--- config.mk ---
export PLATFORM = sky130hd
export DESIGN_NAME = stepped_gain_controller_flat
export DESIGN_NICKNAME = d
export VERILOG_FILES = /design/src/hw/rtl/sgc_pkg.sv /design/src/hw/rtl/sgc_in_if.sv /design/src/hw/rtl/sgc_out_if.sv /design/src/hw/rtl/stepped_gain_controller.sv /design/src/flat_wrapper.sv
export SDC_FILE = /design/constraint.sdc
export NUM_CORES = 1
export LEC_CHECK = 0
export BUFFER_PORTS_ARGS = -buffer_cell sky130_fd_sc_hd__buf_2
export CAP_MARGIN = 20
export CORE_UTILIZATION = 35
export DETAILED_ROUTE_END_ITERATION = 8
export PLACE_DENSITY = 0.67
export SLEW_MARGIN = 0
export SYNTH_ARGS = -nofsm -noshare
export SYNTH_HDL_FRONTEND = slang
export SYNTH_SLANG_ARGS = --single-unit
--- constraint.sdc ---
create_clock -name clk -period 11.2 [get_ports clk]
set_input_delay 1.12 -clock clk [delete_from_list [all_inputs] [get_ports clk]]
set_output_delay 1.12 -clock clk [all_outputs]
set_load 0.01 [all_outputs]
--- src/hw/rtl/sgc_pkg.sv ---
// sgc_pkg: shared types, codes and helper functions of the stepped gain controller
// no dependencies; used by the channel interfaces and the top level
`default_nettype none

package sgc_pkg;

    localparam int KEY_W   = 5;
    localparam int ADC_W   = 10;
    localparam int GAIN_W  = 4;
    localparam int TICK_W  = 4;
    localparam int EVENT_W = 2;
    localparam int ADDR_W  = 4;
    localparam int DATA_W  = 32;

    // highest gain step, the lowest is one
    localparam logic [GAIN_W-1:0] GAIN_STEPS = 4'd15;
    localparam logic [GAIN_W-1:0] GAIN_MIN   = 4'd1;
    localparam logic [TICK_W-1:0] TICK_MAX   = 4'd15;

    // keypad codes
    localparam logic [KEY_W-1:0] KEY_NONE = 5'd0;
    localparam logic [KEY_W-1:0] KEY_UP   = 5'd1;
    localparam logic [KEY_W-1:0] KEY_DOWN = 5'd2;
    localparam logic [KEY_W-1:0] KEY_AUTO = 5'd3;

    // configuration reset values
    localparam logic [ADC_W-1:0]  HIGH_CODE_RST   = 10'd614;
    localparam logic [ADC_W-1:0]  LOW_CODE_RST    = 10'd164;
    localparam logic [TICK_W-1:0] START_TICKS_RST = 4'd2;
    localparam logic [TICK_W-1:0] LONG_TICKS_RST  = 4'd9;

    typedef enum logic [1:0] {
        REG_HIGH_CODE   = 2'd0,
        REG_LOW_CODE    = 2'd1,
        REG_START_TICKS = 2'd2,
        REG_LONG_TICKS  = 2'd3
    } reg_addr_t;

    typedef enum logic [EVENT_W-1:0] {
        EV_NONE  = 2'd0,
        EV_SHORT = 2'd1,
        EV_LONG  = 2'd2
    } ir_event_t;

    typedef enum logic [2:0] {
        PH_IDLE    = 3'b001,
        PH_STARTED = 3'b010,
        PH_LONG    = 3'b100
    } pulse_phase_t;

    // step up with wrap to the lowest level
    function automatic logic [GAIN_W-1:0] gain_up(input logic [GAIN_W-1:0] g);
        gain_up = (g >= GAIN_STEPS) ? GAIN_MIN : g + GAIN_MIN;
    endfunction

    // step down with wrap to the highest level
    function automatic logic [GAIN_W-1:0] gain_down(input logic [GAIN_W-1:0] g);
        gain_down = (g <= GAIN_MIN) ? GAIN_STEPS : g - GAIN_MIN;
    endfunction

endpackage

`default_nettype wire

--- src/hw/rtl/sgc_in_if.sv ---
// sgc_in_if: per-tick input channel (keypad code, infrared level, adc code)
// depends on sgc_pkg for field widths
`default_nettype none

interface sgc_in_if
    import sgc_pkg::*;
();
    logic              valid;
    logic              ready;
    logic [KEY_W-1:0]  keypad_code;
    logic              ir_level;
    logic [ADC_W-1:0]  adc_sample;

    modport source (output valid, output keypad_code, output ir_level, output adc_sample,
                    input ready);
    modport sink   (input valid, input keypad_code, input ir_level, input adc_sample,
                    output ready);
endinterface

`default_nettype wire

--- src/hw/rtl/sgc_out_if.sv ---
// sgc_out_if: per-tick result channel (gain level, control lines, mode, pulse event)
// depends on sgc_pkg for field widths
`default_nettype none

interface sgc_out_if
    import sgc_pkg::*;
();
    logic               valid;
    logic               ready;
    logic [GAIN_W-1:0]  gain_level;
    logic [GAIN_W-1:0]  control_lines;
    logic               auto_enabled;
    logic [EVENT_W-1:0] ir_event;

    modport source (output valid, output gain_level, output control_lines,
                    output auto_enabled, output ir_event, input ready);
    modport sink   (input valid, input gain_level, input control_lines,
                    input auto_enabled, input ir_event, output ready);
endinterface

`default_nettype wire

--- src/hw/rtl/stepped_gain_controller.sv ---
// stepped_gain_controller: top level, gain state, pulse classifier and apb registers
// depends on sgc_pkg, sgc_in_if and sgc_out_if
`default_nettype none

// usage
//   item_in carries one transaction per 20 ms tick: keypad code, infrared line
//   level and a 10-bit adc code. result_out returns exactly one transaction
//   per input transaction: gain level, control lines (same binary value),
//   auto mode flag and the infrared pulse event found on that tick.
//   the apb port holds four registers at byte addresses 0, 4, 8, 12:
//   high_code, low_code, pulse_start_ticks, pulse_long_ticks; write them
//   only while no transaction is in flight.
// timing
//   an accepted transaction lands in the input register and is processed
//   in one pass when the result register is free and then held there for
//   result_out. one transaction per cycle is sustained unless result_out
//   is held off; the rate is set by the one-pass state update.
// stall
//   when result_out is held off, the result register keeps its value and
//   one more transaction may wait in the input register; ready drops only
//   when both are full.
// reset
//   rst_n clears both stages, sets gain to one, auto mode off, pulse
//   classifier idle and loads the register reset values.

module stepped_gain_controller
    import sgc_pkg::*;
(
    input  wire                 clk,
    input  wire                 rst_n,
    sgc_in_if.sink              item_in,
    sgc_out_if.source           result_out,
    input  wire                 psel,
    input  wire                 penable,
    input  wire                 pwrite,
    input  wire  [ADDR_W-1:0]   paddr,
    input  wire  [DATA_W-1:0]   pwdata,
    output logic [DATA_W-1:0]   prdata,
    output logic                pready
);

    // configuration registers
    logic [ADC_W-1:0]  high_code_reg;
    logic [ADC_W-1:0]  low_code_reg;
    logic [TICK_W-1:0] start_ticks_reg;
    logic [TICK_W-1:0] long_ticks_reg;

    // input stage
    logic              s1_valid_reg;
    logic [KEY_W-1:0]  s1_key_reg;
    logic              s1_ir_reg;
    logic [ADC_W-1:0]  s1_adc_reg;

    // block state
    logic              key_held_reg,  key_held_next;
    pulse_phase_t      phase_reg,     phase_next;
    logic [TICK_W-1:0] ticks_reg,     ticks_next;
    logic [GAIN_W-1:0] gain_reg,      gain_next;
    logic              auto_reg,      auto_next;
    ir_event_t         event_next;

    logic              advance;
    logic              s1_fire;
    logic              pressed;
    logic [TICK_W-1:0] ticks_inc;
    logic [GAIN_W-1:0] gain_auto_dn;
    logic [GAIN_W-1:0] gain_auto;
    logic [GAIN_W-1:0] gain_key;
    logic              cfg_write;
    reg_addr_t         cfg_addr;

    // ------------------------------------------------------------------
    // apb register port, zero wait states
    // ------------------------------------------------------------------
    assign pready    = 1'b1;
    assign cfg_addr  = reg_addr_t'(paddr[3:2]);
    assign cfg_write = psel && penable && pwrite;

    always_ff @(posedge clk or negedge rst_n)
    begin
        if (!rst_n)
        begin
            high_code_reg   <= HIGH_CODE_RST;
            low_code_reg    <= LOW_CODE_RST;
            start_ticks_reg <= START_TICKS_RST;
            long_ticks_reg  <= LONG_TICKS_RST;
        end
        else if (cfg_write)
        begin
            unique case (cfg_addr)
                REG_HIGH_CODE:   high_code_reg   <= pwdata[ADC_W-1:0];
                REG_LOW_CODE:    low_code_reg    <= pwdata[ADC_W-1:0];
                REG_START_TICKS: start_ticks_reg <= pwdata[TICK_W-1:0];
                REG_LONG_TICKS:  long_ticks_reg  <= pwdata[TICK_W-1:0];
                default:         ;
            endcase
        end
    end

    always_comb
    begin
        prdata = '0;
        unique case (cfg_addr)
            REG_HIGH_CODE:   prdata[ADC_W-1:0]  = high_code_reg;
            REG_LOW_CODE:    prdata[ADC_W-1:0]  = low_code_reg;
            REG_START_TICKS: prdata[TICK_W-1:0] = start_ticks_reg;
            REG_LONG_TICKS:  prdata[TICK_W-1:0] = long_ticks_reg;
            default:         prdata = '0;
        endcase
    end

    // ------------------------------------------------------------------
    // handshake: result register frees when empty or taken this cycle
    // ------------------------------------------------------------------
    assign advance       = !result_out.valid || result_out.ready;
    assign s1_fire       = s1_valid_reg && advance;
    assign item_in.ready = !s1_valid_reg || advance;

    always_ff @(posedge clk or negedge rst_n)
    begin
        if (!rst_n)
        begin
            s1_valid_reg <= 1'b0;
        end
        else if (item_in.ready)
        begin
            s1_valid_reg <= item_in.valid;
        end
    end

    always_ff @(posedge clk)
    begin
        if (item_in.valid && item_in.ready)
        begin
            s1_key_reg <= item_in.keypad_code;
            s1_ir_reg  <= item_in.ir_level;
            s1_adc_reg <= item_in.adc_sample;
        end
    end

    // ------------------------------------------------------------------
    // single pass update for the transaction held in the input register
    // ------------------------------------------------------------------

    // a key acts once, on the tick it turns nonzero after a release
    assign pressed       = !key_held_reg && (s1_key_reg != KEY_NONE);
    assign key_held_next = (s1_key_reg != KEY_NONE);

    // saturating high-tick count
    assign ticks_inc = (ticks_reg == TICK_MAX) ? TICK_MAX : ticks_reg + 4'd1;

    // infrared pulse classifier
    always_comb
    begin
        phase_next = phase_reg;
        ticks_next = ticks_reg;
        event_next = EV_NONE;
        unique case (phase_reg)
            PH_IDLE:
            begin
                if (s1_ir_reg)
                begin
                    ticks_next = ticks_inc;
                    if (ticks_inc >= start_ticks_reg)
                    begin
                        phase_next = PH_STARTED;
                    end
                end
                else
                begin
                    ticks_next = '0;
                end
            end
            PH_STARTED:
            begin
                if (s1_ir_reg)
                begin
                    ticks_next = ticks_inc;
                    if (ticks_inc >= long_ticks_reg)
                    begin
                        phase_next = PH_LONG;
                    end
                end
                else
                begin
                    event_next = EV_SHORT;
                    ticks_next = '0;
                    phase_next = PH_IDLE;
                end
            end
            PH_LONG:
            begin
                if (!s1_ir_reg)
                begin
                    event_next = EV_LONG;
                    ticks_next = '0;
                    phase_next = PH_IDLE;
                end
            end
            default:
            begin
                phase_next = PH_IDLE;
                ticks_next = '0;
            end
        endcase
    end

    // automatic gain uses the mode from the start of the tick, no wrap;
    // the decrease test comes first, the increase test sees its result
    assign gain_auto_dn = (auto_reg && (s1_adc_reg > high_code_reg) && (gain_reg > GAIN_MIN))
                        ? gain_reg - 4'd1 : gain_reg;
    assign gain_auto    = (auto_reg && (s1_adc_reg < low_code_reg)
                           && (gain_auto_dn < GAIN_STEPS))
                        ? gain_auto_dn + 4'd1 : gain_auto_dn;

    // key action, then infrared action, both with wrap
    always_comb
    begin
        gain_key  = gain_auto;
        auto_next = auto_reg;
        if (pressed)
        begin
            case (s1_key_reg)
                KEY_UP:   gain_key  = gain_up(gain_auto);
                KEY_DOWN: gain_key  = gain_down(gain_auto);
                KEY_AUTO: auto_next = !auto_reg;
                default:  ;
            endcase
        end
        case (event_next)
            EV_SHORT: gain_next = gain_up(gain_key);
            EV_LONG:  gain_next = gain_down(gain_key);
            default:  gain_next = gain_key;
        endcase
    end

    always_ff @(posedge clk or negedge rst_n)
    begin
        if (!rst_n)
        begin
            key_held_reg <= 1'b0;
            phase_reg    <= PH_IDLE;
            ticks_reg    <= '0;
            gain_reg     <= GAIN_MIN;
            auto_reg     <= 1'b0;
        end
        else if (s1_fire)
        begin
            key_held_reg <= key_held_next;
            phase_reg    <= phase_next;
            ticks_reg    <= ticks_next;
            gain_reg     <= gain_next;
            auto_reg     <= auto_next;
        end
    end

    // ------------------------------------------------------------------
    // result register
    // ------------------------------------------------------------------
    always_ff @(posedge clk or negedge rst_n)
    begin
        if (!rst_n)
        begin
            result_out.valid <= 1'b0;
        end
        else if (advance)
        begin
            result_out.valid <= s1_valid_reg;
        end
    end

    always_ff @(posedge clk)
    begin
        if (s1_fire)
        begin
            result_out.gain_level    <= gain_next;
            result_out.control_lines <= gain_next;
            result_out.auto_enabled  <= auto_next;
            result_out.ir_event      <= event_next;
        end
    end

    // ------------------------------------------------------------------
    // assertions
    // ------------------------------------------------------------------
    gain_in_range: assert property (@(posedge clk) disable iff (!rst_n)
        result_out.valid |-> (result_out.gain_level >= GAIN_MIN)
                          && (result_out.gain_level <= GAIN_STEPS))
        else $error("gain level out of range");

    gain_held_when_idle: assert property (@(posedge clk) disable iff (!rst_n)
        !s1_fire |=> $stable(gain_reg) && $stable(auto_reg) && $stable(phase_reg))
        else $error("state changed without a transaction");

    long_event_from_long_phase: assert property (@(posedge clk) disable iff (!rst_n)
        (s1_fire && (event_next == EV_LONG)) |-> (phase_reg == PH_LONG) && !s1_ir_reg)
        else $error("long pulse event outside long phase");

    result_matches_state: assert property (@(posedge clk) disable iff (!rst_n)
        s1_fire |=> result_out.valid && (result_out.gain_level == gain_reg)
                 && (result_out.auto_enabled == auto_reg))
        else $error("result register does not follow state");

endmodule

`default_nettype wire

--- src/flat_wrapper.sv ---
// flat-port wrapper written by rule: the top's interface ports become plain ports
module stepped_gain_controller_flat import sgc_pkg::*;
  (clk, rst_n, psel, penable, pwrite, paddr, pwdata, prdata, pready, item_in_valid, item_in_keypad_code, item_in_ir_level, item_in_adc_sample, item_in_ready, result_out_valid, result_out_gain_level, result_out_control_lines, result_out_auto_enabled, result_out_ir_event, result_out_ready);
  sgc_in_if item_in_i ();
  sgc_out_if result_out_i ();
  input  wire clk;
  input  wire rst_n;
  input  wire psel;
  input  wire penable;
  input  wire pwrite;
  input  wire  [ADDR_W-1:0] paddr;
  input  wire  [DATA_W-1:0] pwdata;
  output logic [DATA_W-1:0] prdata;
  output logic pready;
  input wire logic [$bits(item_in_i.valid)-1:0] item_in_valid;
  input wire logic [$bits(item_in_i.keypad_code)-1:0] item_in_keypad_code;
  input wire logic [$bits(item_in_i.ir_level)-1:0] item_in_ir_level;
  input wire logic [$bits(item_in_i.adc_sample)-1:0] item_in_adc_sample;
  output wire logic [$bits(item_in_i.ready)-1:0] item_in_ready;
  output wire logic [$bits(result_out_i.valid)-1:0] result_out_valid;
  output wire logic [$bits(result_out_i.gain_level)-1:0] result_out_gain_level;
  output wire logic [$bits(result_out_i.control_lines)-1:0] result_out_control_lines;
  output wire logic [$bits(result_out_i.auto_enabled)-1:0] result_out_auto_enabled;
  output wire logic [$bits(result_out_i.ir_event)-1:0] result_out_ir_event;
  input wire logic [$bits(result_out_i.ready)-1:0] result_out_ready;
  assign item_in_i.valid = item_in_valid;
  assign item_in_i.keypad_code = item_in_keypad_code;
  assign item_in_i.ir_level = item_in_ir_level;
  assign item_in_i.adc_sample = item_in_adc_sample;
  assign item_in_ready = item_in_i.ready;
  assign result_out_valid = result_out_i.valid;
  assign result_out_gain_level = result_out_i.gain_level;
  assign result_out_control_lines = result_out_i.control_lines;
  assign result_out_auto_enabled = result_out_i.auto_enabled;
  assign result_out_ir_event = result_out_i.ir_event;
  assign result_out_i.ready = result_out_ready;
  stepped_gain_controller u_core (.clk(clk), .rst_n(rst_n), .item_in(item_in_i), .result_out(result_out_i), .psel(psel), .penable(penable), .pwrite(pwrite), .paddr(paddr), .pwdata(pwdata), .prdata(prdata), .pready(pready));
endmodule
==> metrics.md, run 1 <==
| Metric | Value |
|---|---|
| Overall routing resource usage | `16.2%` |
| Num CTS Buffers | `9` |
| Layout area overhead | `14.0%` |
| CP Max Fanout | `7` |
| Kind of critical path | `reg2reg` |
| Setup WS post-layout | `5.06 ns` |
| Die footprint | `between 0.01 and 0.015 mm^2` |
| Pre-antenna DRT Iters | `7` |
| Vias/cell | `5.30` |
| Commonest cells after routing, fill and taps aside | `buf_2, inv_1, nand2_1` |
| Hold Vio Cnt, Final | `0` |
| Critical Path RT | `11.26 ns` |
| Top_reg_cell synth | `dfrtp_1` |
| Detailed Place HPWL | `7910 um` |
| Leak pwr | `2.39 nW` |
| Register bit total from synthesis | `between 60 and 70` |
| EDFF count, synth | `23` |
| Most common cell after layout, fill and taps aside | `buf_2` |
| Setup violators final | `0` |
| TritonCTS clock tree | `done` |
| Min Hold Slack | `0.465 ns` |
| Final Cycle Share | `54.8%` |
| PortBufs | `57` |
| Met1 usage | `19.3%` |
| Final instance area | `0.00526 mm^2` |
| Crit start category | `flop` |
| Vias | `between 3,000 and 4,000` |
| DRC errors left | `0` |
| Grt met2 use | `28.0%` |
| Worst-path clk slew | `0.05 ns` |
| Clk_lat worst skew | `0.33 ns` |
| Initial DRC count | `166` |
| Initial antenna violation count | `0` |
| RSZ-0062 raised after global routing | `false` |
| Worst-Margin Slew | `~0.8 ns` |
| Routed Antenna Nets | `0` |
| Layout cells sized above 1 | `23.4%` |
| Io pins | `approximately 110` |
| F_max | `163 MHz` |
| Die width | `117 um` |
| Syn avg cell area | `~9.7 um^2` |
| Final WL | `10,400 um` |
| Pwr dens | `slightly above 200 mW/mm^2` |
| Final #Nets | `630` |
| # diodes | `0` |
| Root buf cell | `clkbuf_16` |
| Row count | `41` |
| Busiest grt layer | `met2` |
| Synthesized area | `0.00461 mm^2` |
| Met3 layer usage reported by global route | `3.50%` |
| Synth cell types | `67` |
| Placeable core area | `roughly 0.013 mm^2` |
| First-pass GRT wire length | `17,100 um` |
| Final Max Slew Viols | `0` |
| Largest net degree at the start of global routing | `44` |
| Register area share after synthesis | `38.6%` |
| Slew HR | `46.0%` |
| Crit end category | `flop` |
| Postcts setup bufs | `0` |
| GP Congestion | `0.881` |
| Die H | `about 120 um` |
| Drt wl/cell | `14.6 um` |
| GRT Residual Overflow | `0` |
| Peak supply drop | `just under 0.1 mV` |
| Hold Path Class | `reg2reg` |
| Max-cap check violation count | `0` |
| Htree depth | `3` |
| Final period demand of the worst path | `6.14 ns` |
| Initial core utilization | `36.3%` |
| Critical path arrival | `about 6.2 ns` |
| Vias in the first global route | `3,688` |
| Post_cts resized | `0` |
| Setup TNS | `0 ns` |
| Mapped Cells | `477` |
| Placed instance area | `0.00497 mm^2` |
| Yosys warns | `0` |
| FFs w/ async S/R, synth | `between 60% and 70%` |
| Clock Skews | `0.00619 ns` |
| CTS max path bufs | `2` |
| Cts hold-fix bufs | `0` |
| Run status | `finished clean` |
| Worst slack at placement | `5.12 ns` |
| Clk sinks | `66` |
| # fillers | `1,277` |
[cells by family after synthesis]
group / synth area share [%]
AND/OR/NAND/NOR: 14.5
AO/OA/AOI/OAI: 18.8
buffers and inverters: 8.79
flip-flops: 38.6
adder cells (fa/ha/maj): 10.3
multiplexers: 8.27
XOR/XNOR: 0.570
other: 0.163
[area by class of cell]
cell class              count  area [um^2]  share of cell area, %
flip-flops and latches     66         1780                   33.9
repair buffers             59          320                   6.09
clock buffers              12          246                   4.68
well taps                 172          215                   4.09
clock inverters             4         18.8                  0.357
inverters                  46          173                   3.28
multi-input cells         351         2500                   47.6
[Yosys cell counts (6+ instances only)]
master / count / area (um^2)
a21o_1: 6 / 45.0
a21oi_1: 15 / 75.1
o21ai_0: 22 / 110
or2_2: 6 / 37.5
mux2_2: 17 / 191
a31oi_1: 8 / 50.1
a211oi_1: 9 / 67.6
o211ai_1: 8 / 60.1
mux2i_1: 10 / 100
clkbuf_1: 6 / 22.5
nand3_1: 7 / 35.0
dfrtp_1: 30 / 751
inv_1: 44 / 165
nand2_1: 40 / 150
edfxtp_1: 23 / 691
ha_1: 38 / 475
nor2_1: 37 / 139
dfstp_2: 13 / 342
nor3_1: 8 / 40.0
o31ai_1: 6 / 45.0
buf_4: 27 / 203
nand2b_1: 8 / 50.1
[worst max-delay path, cell delays in order (launching register included)]
cell	delay [ns]
dfstp_2	0.53
inv_1	0.07
ha_1	0.33
nand4_1	0.12
a211oi_1	0.36
a2111o_1	0.24
nand2_1	0.16
o21ai_0	0.50
ha_1	0.40
o21ai_1	0.18
o21ai_2	0.22
mux2i_1	0.40
ha_1	0.33
inv_1	0.08
o311ai_0	0.10
nand3_1	0.14
a211oi_2	0.40
a211oi_2	0.11
or2_4	0.28
ha_1	0.22
nor2_1	0.18
o31ai_1	0.10
a221oi_1	0.35
a21oi_1	0.09
[metrics by stage]
step / power [mW] / instances / util, %
2_1_floorplan: 0.718 / 498 / -
3_3_place_gp: 0.819 / 693 / 39.1
3_5_place_dp: 0.833 / 693 / 39.1
4_1_cts: 1.10 / 709 / 41.1
5_1_grt: 1.18 / 710 / 41.4
6_report: 1.09 / 710 / 41.4
[path summary, 6_finish.rpt]
| path | from | endpoint | cells after the start | slack, ns |
|---|---|---|---|---|
| worst max-delay path | u_core.high_code_reg[5] | u_core.result_out.gain_level[1] | 23 | 5.06 |
| worst max register to register | u_core.high_code_reg[5] | u_core.result_out.gain_level[1] | 23 | 5.06 |
| max in group asynchronous | rst_n | u_core.long_ticks_reg[3] | 2 | 9.84 |
| worst min register to register | u_core.s1_valid_reg | u_core.result_out.valid | 2 | 0.47 |
| worst min-delay path | u_core.s1_valid_reg | u_core.result_out.valid | 2 | 0.47 |
| min in group asynchronous | rst_n | u_core.start_ticks_reg[0] | 1 | 0.78 |
[power by group]
group	total, mW	internal, mW	switching (mW)
sequential	0.351	0.312	0.0390
combinational	0.490	0.203	0.287
clock	0.251	0.154	0.0976
[routing by layer]
| layer | wire length, um | part of all wire, % |
|---|---|---|
| met4 | 293 | 2.8 |
| met5 | 0 | 0 |
| met1 | 4440 | 43 |
| met2 | 5190 | 50 |
| met3 | 445 | 4.3 |
(Power assumes the default switching activity.)
==> inputs of run 2 (changes only) <==
==> constraint.sdc (replaced) <==
create_clock -name clk -period 5.8 [get_ports clk]
set_input_delay 0.58 -clock clk [delete_from_list [all_inputs] [get_ports clk]]
set_output_delay 0.58 -clock clk [all_outputs]
set_load 0.01 [all_outputs]
==> run 2 against run 1 <==
  * Routed wire length shrank 0.87%
  * Hold slack lost 0.34 ns
  * Maximum frequency grew 14%
  * Sequential share of layout area shrank 1.2 points
  * First-iteration DRC count grew 21%
  * Clock skew is essentially flat
  * Critical path type unchanged
  * Highest routed layer unchanged
==> metrics.md, run 2 (synthesized netlist as in run 1, its figures left out) <==
| Metric | Value |
|---|---|
| Final #Nets | `651 (+3.3%)` |
| Final instance area | `0.00546 mm^2 (+3.7%)` |
| R2r setup slk | `0.43 ns (-4.63 ns)` |
| Hold Path Class | `in2async` |
| Layout area overhead | `18.2%` |
| Initial core utilization | `36.3% (unchanged)` |
| GRT Residual Overflow | `0 (unchanged)` |
| Num CTS Buffers | `9 (unchanged)` |
| Die H | `117 um (unchanged)` |
| Worst-path clk slew | `0.06 ns (about the same)` |
| Cell Count, Final, Fillers Out | `731 (+3.0%)` |
| Setup violators final | `0 (unchanged)` |
| Hold Vio Cnt, Final | `0 (unchanged)` |
| Layout cells sized above 1 | `27.0% (+3.6 points)` |
| Most frequent cell on the critical path | `inv_1` |
| Die footprint | `0.0136 mm^2 (unchanged)` |
| Slew HR | `43.5% (-2.5 points)` |
| DP Cell Count | `714 (+3.0%)` |
| Initial antenna violation count | `0 (unchanged)` |
| CP max stage cell | `dfstp_2` |
| Crit start category | `flop` |
| Worst path bufs/invs | `5 (+3)` |
| Pwr dens | `416 mW/mm^2 (+100%)` |
| Storage element area | `0.00178 mm^2 (unchanged)` |
| CTS max path bufs | `2 (unchanged)` |
| First-pass GRT wire length | `17,600 um (+2.7%)` |
| Largest net degree at the start of global routing | `44 (unchanged)` |
| Min Hold Slack | `0.126 ns (-0.339 ns)` |
| TritonCTS clock tree | `done` |
| Detailed Place HPWL | `8020 um (+1.4%)` |
| Final WL | `10,300 um (-0.87%)` |
| Drt wl/cell | `14.1 um (-3.7%)` |
| CP Max Fanout | `7 (unchanged)` |
| Area of the multi-input gates | `0.00252 mm^2 (+0.55%)` |
| Crit-path leading delay family | `simple AND/OR/NAND/NOR gates` |
| Final period demand of the worst path | `5.37 ns (-0.769 ns)` |
| Clk sinks | `66 (unchanged)` |
| Pre-antenna DRT Iters | `4 (-3)` |
| Final Cycle Share | `92.6% (+38 points)` |
| Clock Skews | `0.00632 ns (+0.000135 ns)` |
| PortBufs | `57 (unchanged)` |
| Die width | `117 um (unchanged)` |
| Root buf cell | `clkbuf_16` |
| # fillers | `1,261 (-1.3%)` |
| Peak supply drop | `0.222 mV (+130%)` |
| # diodes | `0 (unchanged)` |
| Kind of critical path | `reg2reg` |
| Row count | `41 (unchanged)` |
| Critical Path RT | `6.00 ns (-5.26 ns)` |
| F_max | `186 MHz (+14%)` |
| Run status | `finished clean` |
| Leak pwr | `2.50 nW (+4.5%)` |
| Vias in the first global route | `3,747 (+1.6%)` |
| Worst-Margin Slew | `0.847 ns (+0.0372 ns)` |
| Final Max Slew Viols | `0 (unchanged)` |
| Critical path arrival | `5.57 ns (-0.63 ns)` |
| GP Congestion | `0.882 (+0.10%)` |
| Vias/cell | `5.13 (-3.2%)` |
| Postcts setup bufs | `0 (unchanged)` |
| Setup TNS | `0 ns (unchanged)` |
| Routed Antenna Nets | `0 (unchanged)` |
| Overall routing resource usage | `16.6% (+0.41 points)` |
| Most common cell after layout, fill and taps aside | `buf_2` |
| Crit-path max cell delay | `0.52 ns (about the same)` |
| Placeable core area | `0.0127 mm^2 (unchanged)` |
| RSZ-0062 raised after global routing | `true` |
| Htree depth | `3 (unchanged)` |
| Placed instance area | `0.00513 mm^2 (+3.2%)` |
| Max-cap check violation count | `0 (unchanged)` |
| Io pins | `105 (unchanged)` |
| Cts hold-fix bufs | `0 (unchanged)` |
| DRC errors left | `0 (unchanged)` |
| Vias | `3,749 (-0.32%)` |
| Crit end category | `flop` |
| Commonest cells after routing, fill and taps aside | `buf_2, inv_1, nand2_1` |
| Initial DRC count | `201 (+21%)` |
| Clk_lat worst skew | `0.33 ns (about the same)` |
[run 2: cell type report]
cell class                      count  share of cell area [%]
Clock buffer                       11                    4.45
Tap cell                          172                    3.94
Inverter                           46                    3.16
Sequential cell                    66                    32.7
Timing Repair Buffer               80                    8.62
Clock inverter                      5                   0.986
Multi-Input combinational cell    351                    46.2
[run 2: worst reg2reg max path: stages (launching register included)]
cell and delay, ns:
dfstp_2 0.52, inv_1 0.05, ha_1 0.30, nand4_1 0.21, nor3_1 0.43, or2_2 0.21
nor3_1 0.06, nor2_1 0.13, inv_1 0.06, ha_2 0.22, o21a_1 0.13, a211oi_1 0.44
nor2_1 0.12, inv_1 0.07, ha_1 0.22, inv_1 0.09, o311ai_0 0.12, nand3_1 0.17
a211oi_2 0.28, a211oi_2 0.09, or2_4 0.27, inv_2 0.08, ha_1 0.17, nor2_1 0.08
o311a_1 0.35, a211oi_2 0.22, or2_1 0.15
[run 2: per-layer routing]
metal / track usage [%] / routed length, um / up-vias
met5: 0 / 0 / -
met3: 3.30 / 398 / 25
li1: - / - / 1849
met1: 20.6 / 4570 / 1759
met4: 7.59 / 334 / 0
met2: 28.1 / 4970 / 116
[run 2: through the flow]
step	total power [mW]	util (%)	worst slack, ns
finish	2.27	42.9	0.429
global route	2.45	42.9	-0.0213
CTS	2.27	42.6	0.166
detailed placement	1.72	40.3	0.197
global placement	1.69	40.3	0.254
floorplan	1.39	-	0.749
[run 2: timing repair]
action                                  in CTS  in global routing
endpoints found under the setup margin       0                  8
gates resized for setup                      0                  4
hold endpoints to repair                     0                  0
[run 2: path summary, 6_finish.rpt]
check / from / endpoint / cells past startpoint
worst max-delay path: u_core.high_code_reg[9] / u_core.result_out.gain_level[0] / 26
max in group asynchronous: rst_n / u_core.high_code_reg[9] / 2
worst min register to register: u_core.s1_valid_reg / u_core.result_out.valid / 2
min in group clk: item_in_adc_sample[0] / u_core.s1_adc_reg[0] / 1
worst min-delay path: rst_n / u_core.phase_reg[2] / 1
worst max register to register: u_core.high_code_reg[9] / u_core.result_out.gain_level[0] / 26
[run 2: power breakdown]
group | internal [mW] | switching, mW
Combinational | 0.479 | 0.573
Sequential | 0.603 | 0.0771
Clock | 0.342 | 0.194
==> inputs of run 3 (changes only) <==
--- a/config.mk
+++ b/config.mk
@@ -5,11 +5,12 @@
 export SDC_FILE = /design/constraint.sdc
 export NUM_CORES = 1
 export LEC_CHECK = 0
-export BUFFER_PORTS_ARGS = -buffer_cell sky130_fd_sc_hd__buf_2
+export BUFFER_PORTS_ARGS = -buffer_cell sky130_fd_sc_hd__buf_4
 export CAP_MARGIN = 20
 export CORE_UTILIZATION = 35
 export DETAILED_ROUTE_END_ITERATION = 8
-export PLACE_DENSITY = 0.67
+export PLACE_DENSITY = 0.57
+export SKIP_CTS_REPAIR_TIMING = 1
 export SLEW_MARGIN = 0
 export SYNTH_ARGS = -nofsm -noshare
 export SYNTH_HDL_FRONTEND = slang
==> run 3 against run 2 <==
  * Clock power is 3% lower
  * Critical path depth stayed put
  * Register-to-register slack better by 0.07 ns
  * Worst setup slack better by 0.069 ns
  * Hold slack better by 0.11 ns
  * First-iteration DRC count is 26% lower
  * Critical path type unchanged
==> metrics.md, run 3 (synthesized netlist as in run 1, its figures left out) <==
| Metric | Value |
|---|---|
| Final WL | `10,800 um (+5.5%)` |
| Worst-Margin Slew | `0.878 ns (+0.0310 ns)` |
| Overall routing resource usage | `17.2% (+0.61 points)` |
| Slew HR | `41.5% (-2.1 points)` |
| Row count | `41 (unchanged)` |
| Die H | `117 um (unchanged)` |
| Critical path arrival | `5.39 ns (-0.18 ns)` |
| Final Util | `44.0% (+1.1 points)` |
| FF-to-FF path depth | `26 (unchanged)` |
| Most common cell after layout, fill and taps aside | `buf_4` |
| Drt wl/cell | `14.8 um (+5.4%)` |
| PortBufs | `57 (unchanged)` |
| Crit-path max cell delay | `0.52 ns (about the same)` |
| Crit end category | `flop` |
| Initial DRC count | `148 (-26%)` |
| Vias in the first global route | `3,641 (-2.8%)` |
| Die footprint | `0.0136 mm^2 (unchanged)` |
| Final period demand of the worst path | `5.30 ns (-0.0694 ns)` |
| CP Max Fanout | `5 (-2)` |
| Root buf cell | `clkbuf_16` |
| Commonest cells after routing, fill and taps aside | `buf_4, inv_1, nand2_1` |
| Initial core utilization | `36.3% (unchanged)` |
| RSZ-0062 raised after global routing | `false` |
| Setup violators final | `0 (unchanged)` |
| Clk sinks | `66 (unchanged)` |
| Num CTS Buffers | `9 (unchanged)` |
| Peak supply drop | `0.165 mV (-26%)` |
| TritonCTS clock tree | `done` |
| Leak pwr | `2.55 nW (+1.9%)` |
| Pwr dens | `411 mW/mm^2 (-1.2%)` |
| Layout cells sized above 1 | `27.1% (+0.13 points)` |
| Io pins | `105 (unchanged)` |
| Hold Vio Cnt, Final | `0 (unchanged)` |
| Grt met2 use | `28.8% (+0.71 points)` |
| Clock Skews | `0.0102 ns (+0.00383 ns)` |
| Crit start category | `flop` |
| Critical Path RT | `5.89 ns (-0.11 ns)` |
| Vias/cell | `5.04 (-1.7%)` |
| Overall power | `2.30 mW (+1.3%)` |
| Met1 usage | `22.1% (+1.5 points)` |
| Final Max Slew Viols | `0 (unchanged)` |
| Hold Path Class | `in2async` |
| Routed Antenna Nets | `0 (unchanged)` |
| GP Congestion | `0.817 (-7.3%)` |
| Layout area overhead | `21.2%` |
| # fillers | `1,248 (-1.0%)` |
| First-pass GRT wire length | `17,600 um (+0.12%)` |
| Placeable core area | `0.0127 mm^2 (unchanged)` |
| Vias | `3,692 (-1.5%)` |
| Largest net degree at the start of global routing | `44 (unchanged)` |
| Max-cap check violation count | `0 (unchanged)` |
| Clk_lat worst skew | `0.34 ns (about the same)` |
| Run status | `finished clean` |
| Initial antenna violation count | `0 (unchanged)` |
| CP max stage cell | `dfstp_2` |
| Htree depth | `3 (unchanged)` |
| Busiest grt layer | `met2` |
| Detailed Place HPWL | `8450 um (+5.3%)` |
| CTS max path bufs | `2 (unchanged)` |
| Kind of critical path | `reg2reg` |
| Worst-path clk slew | `0.05 ns (about the same)` |
| # diodes | `0 (unchanged)` |
| Final Cycle Share | `91.4% (-1.2 points)` |
| Pre-antenna DRT Iters | `4 (unchanged)` |
| DRC errors left | `0 (unchanged)` |
| Die width | `117 um (unchanged)` |
| Final #Nets | `652 (+0.15%)` |
| F_max | `189 MHz (+1.3%)` |
| Met3 layer usage reported by global route | `3.19% (-0.10 points)` |
| GRT Residual Overflow | `0 (unchanged)` |
| Setup TNS | `0 ns (unchanged)` |
## run 3: changes by cell type in the layout (fill, tap and decap cells not counted), sizes merged
cell and change:
buf +1, bufinv -1, clkbuf +4, clkinv -2
clkinvlp -2, inv +1
## run 3: worst paths after layout
kind                                          from                               to  slack, ns
max in group asynchronous                    rst_n           u_core.low_code_reg[8]       5.17
min in group clk                  item_in_ir_level                 u_core.s1_ir_reg       0.42
setup reg to reg           u_core.high_code_reg[5]  u_core.result_out.gain_level[0]       0.50
hold reg to reg                u_core.s1_valid_reg          u_core.result_out.valid       0.46
hold / removal                               rst_n         u_core.long_ticks_reg[1]       0.24
setup / recovery           u_core.high_code_reg[5]  u_core.result_out.gain_level[0]       0.50
## run 3: through the flow
| stage | cell area, um^2 | std cells | setup slack [ns] | hold slack (ns) |
|---|---|---|---|---|
| 2_1_floorplan | 4690 | 498 | 0.749 | 0.284 |
| 3_3_place_gp | 5290 | 716 | 0.341 | 0.443 |
| 4_1_cts | 5570 | 732 | 0.358 | 0.255 |
| 5_1_grt | 5590 | 732 | 0.0837 | 0.280 |
| 6_report | 5590 | 732 | 0.499 | 0.235 |
| 3_5_place_dp | 5290 | 716 | 0.404 | 0.451 |
## run 3: area by class of cell
class	instances	area, um^2	share of cell area [%]
sequential	66	1780	31.9
multi-input combinational	351	2530	45.2
clock inverter	1	6.26	0.112
inverter	46	173	3.09
clock buffer	15	279	4.99
tap	172	215	3.85
timing repair buffer	81	608	10.9
## run 3: power by group
part | switching, mW | internal (mW)
combinational | 0.584 | 0.513
sequential | 0.0759 | 0.603
clock | 0.192 | 0.328
## run 3: critical path, delay by kind of cell (launching register included)
kind                     cells  cell delay, ns
AO/OA/AOI/OAI               12            2.18
adder cells (fa/ha/maj)      4            0.98
buffers and inverters        4            0.42
flip-flops                   1            0.52
AND/OR/NAND/NOR              6            0.96
## run 3: routing by layer
layer | vias up | wire length (um)
met2 | 89 | 5220
met3 | 8 | 331
met5 | - | 0
met4 | 0 | 109
li1 | 1848 | -
met1 | 1747 | 5190
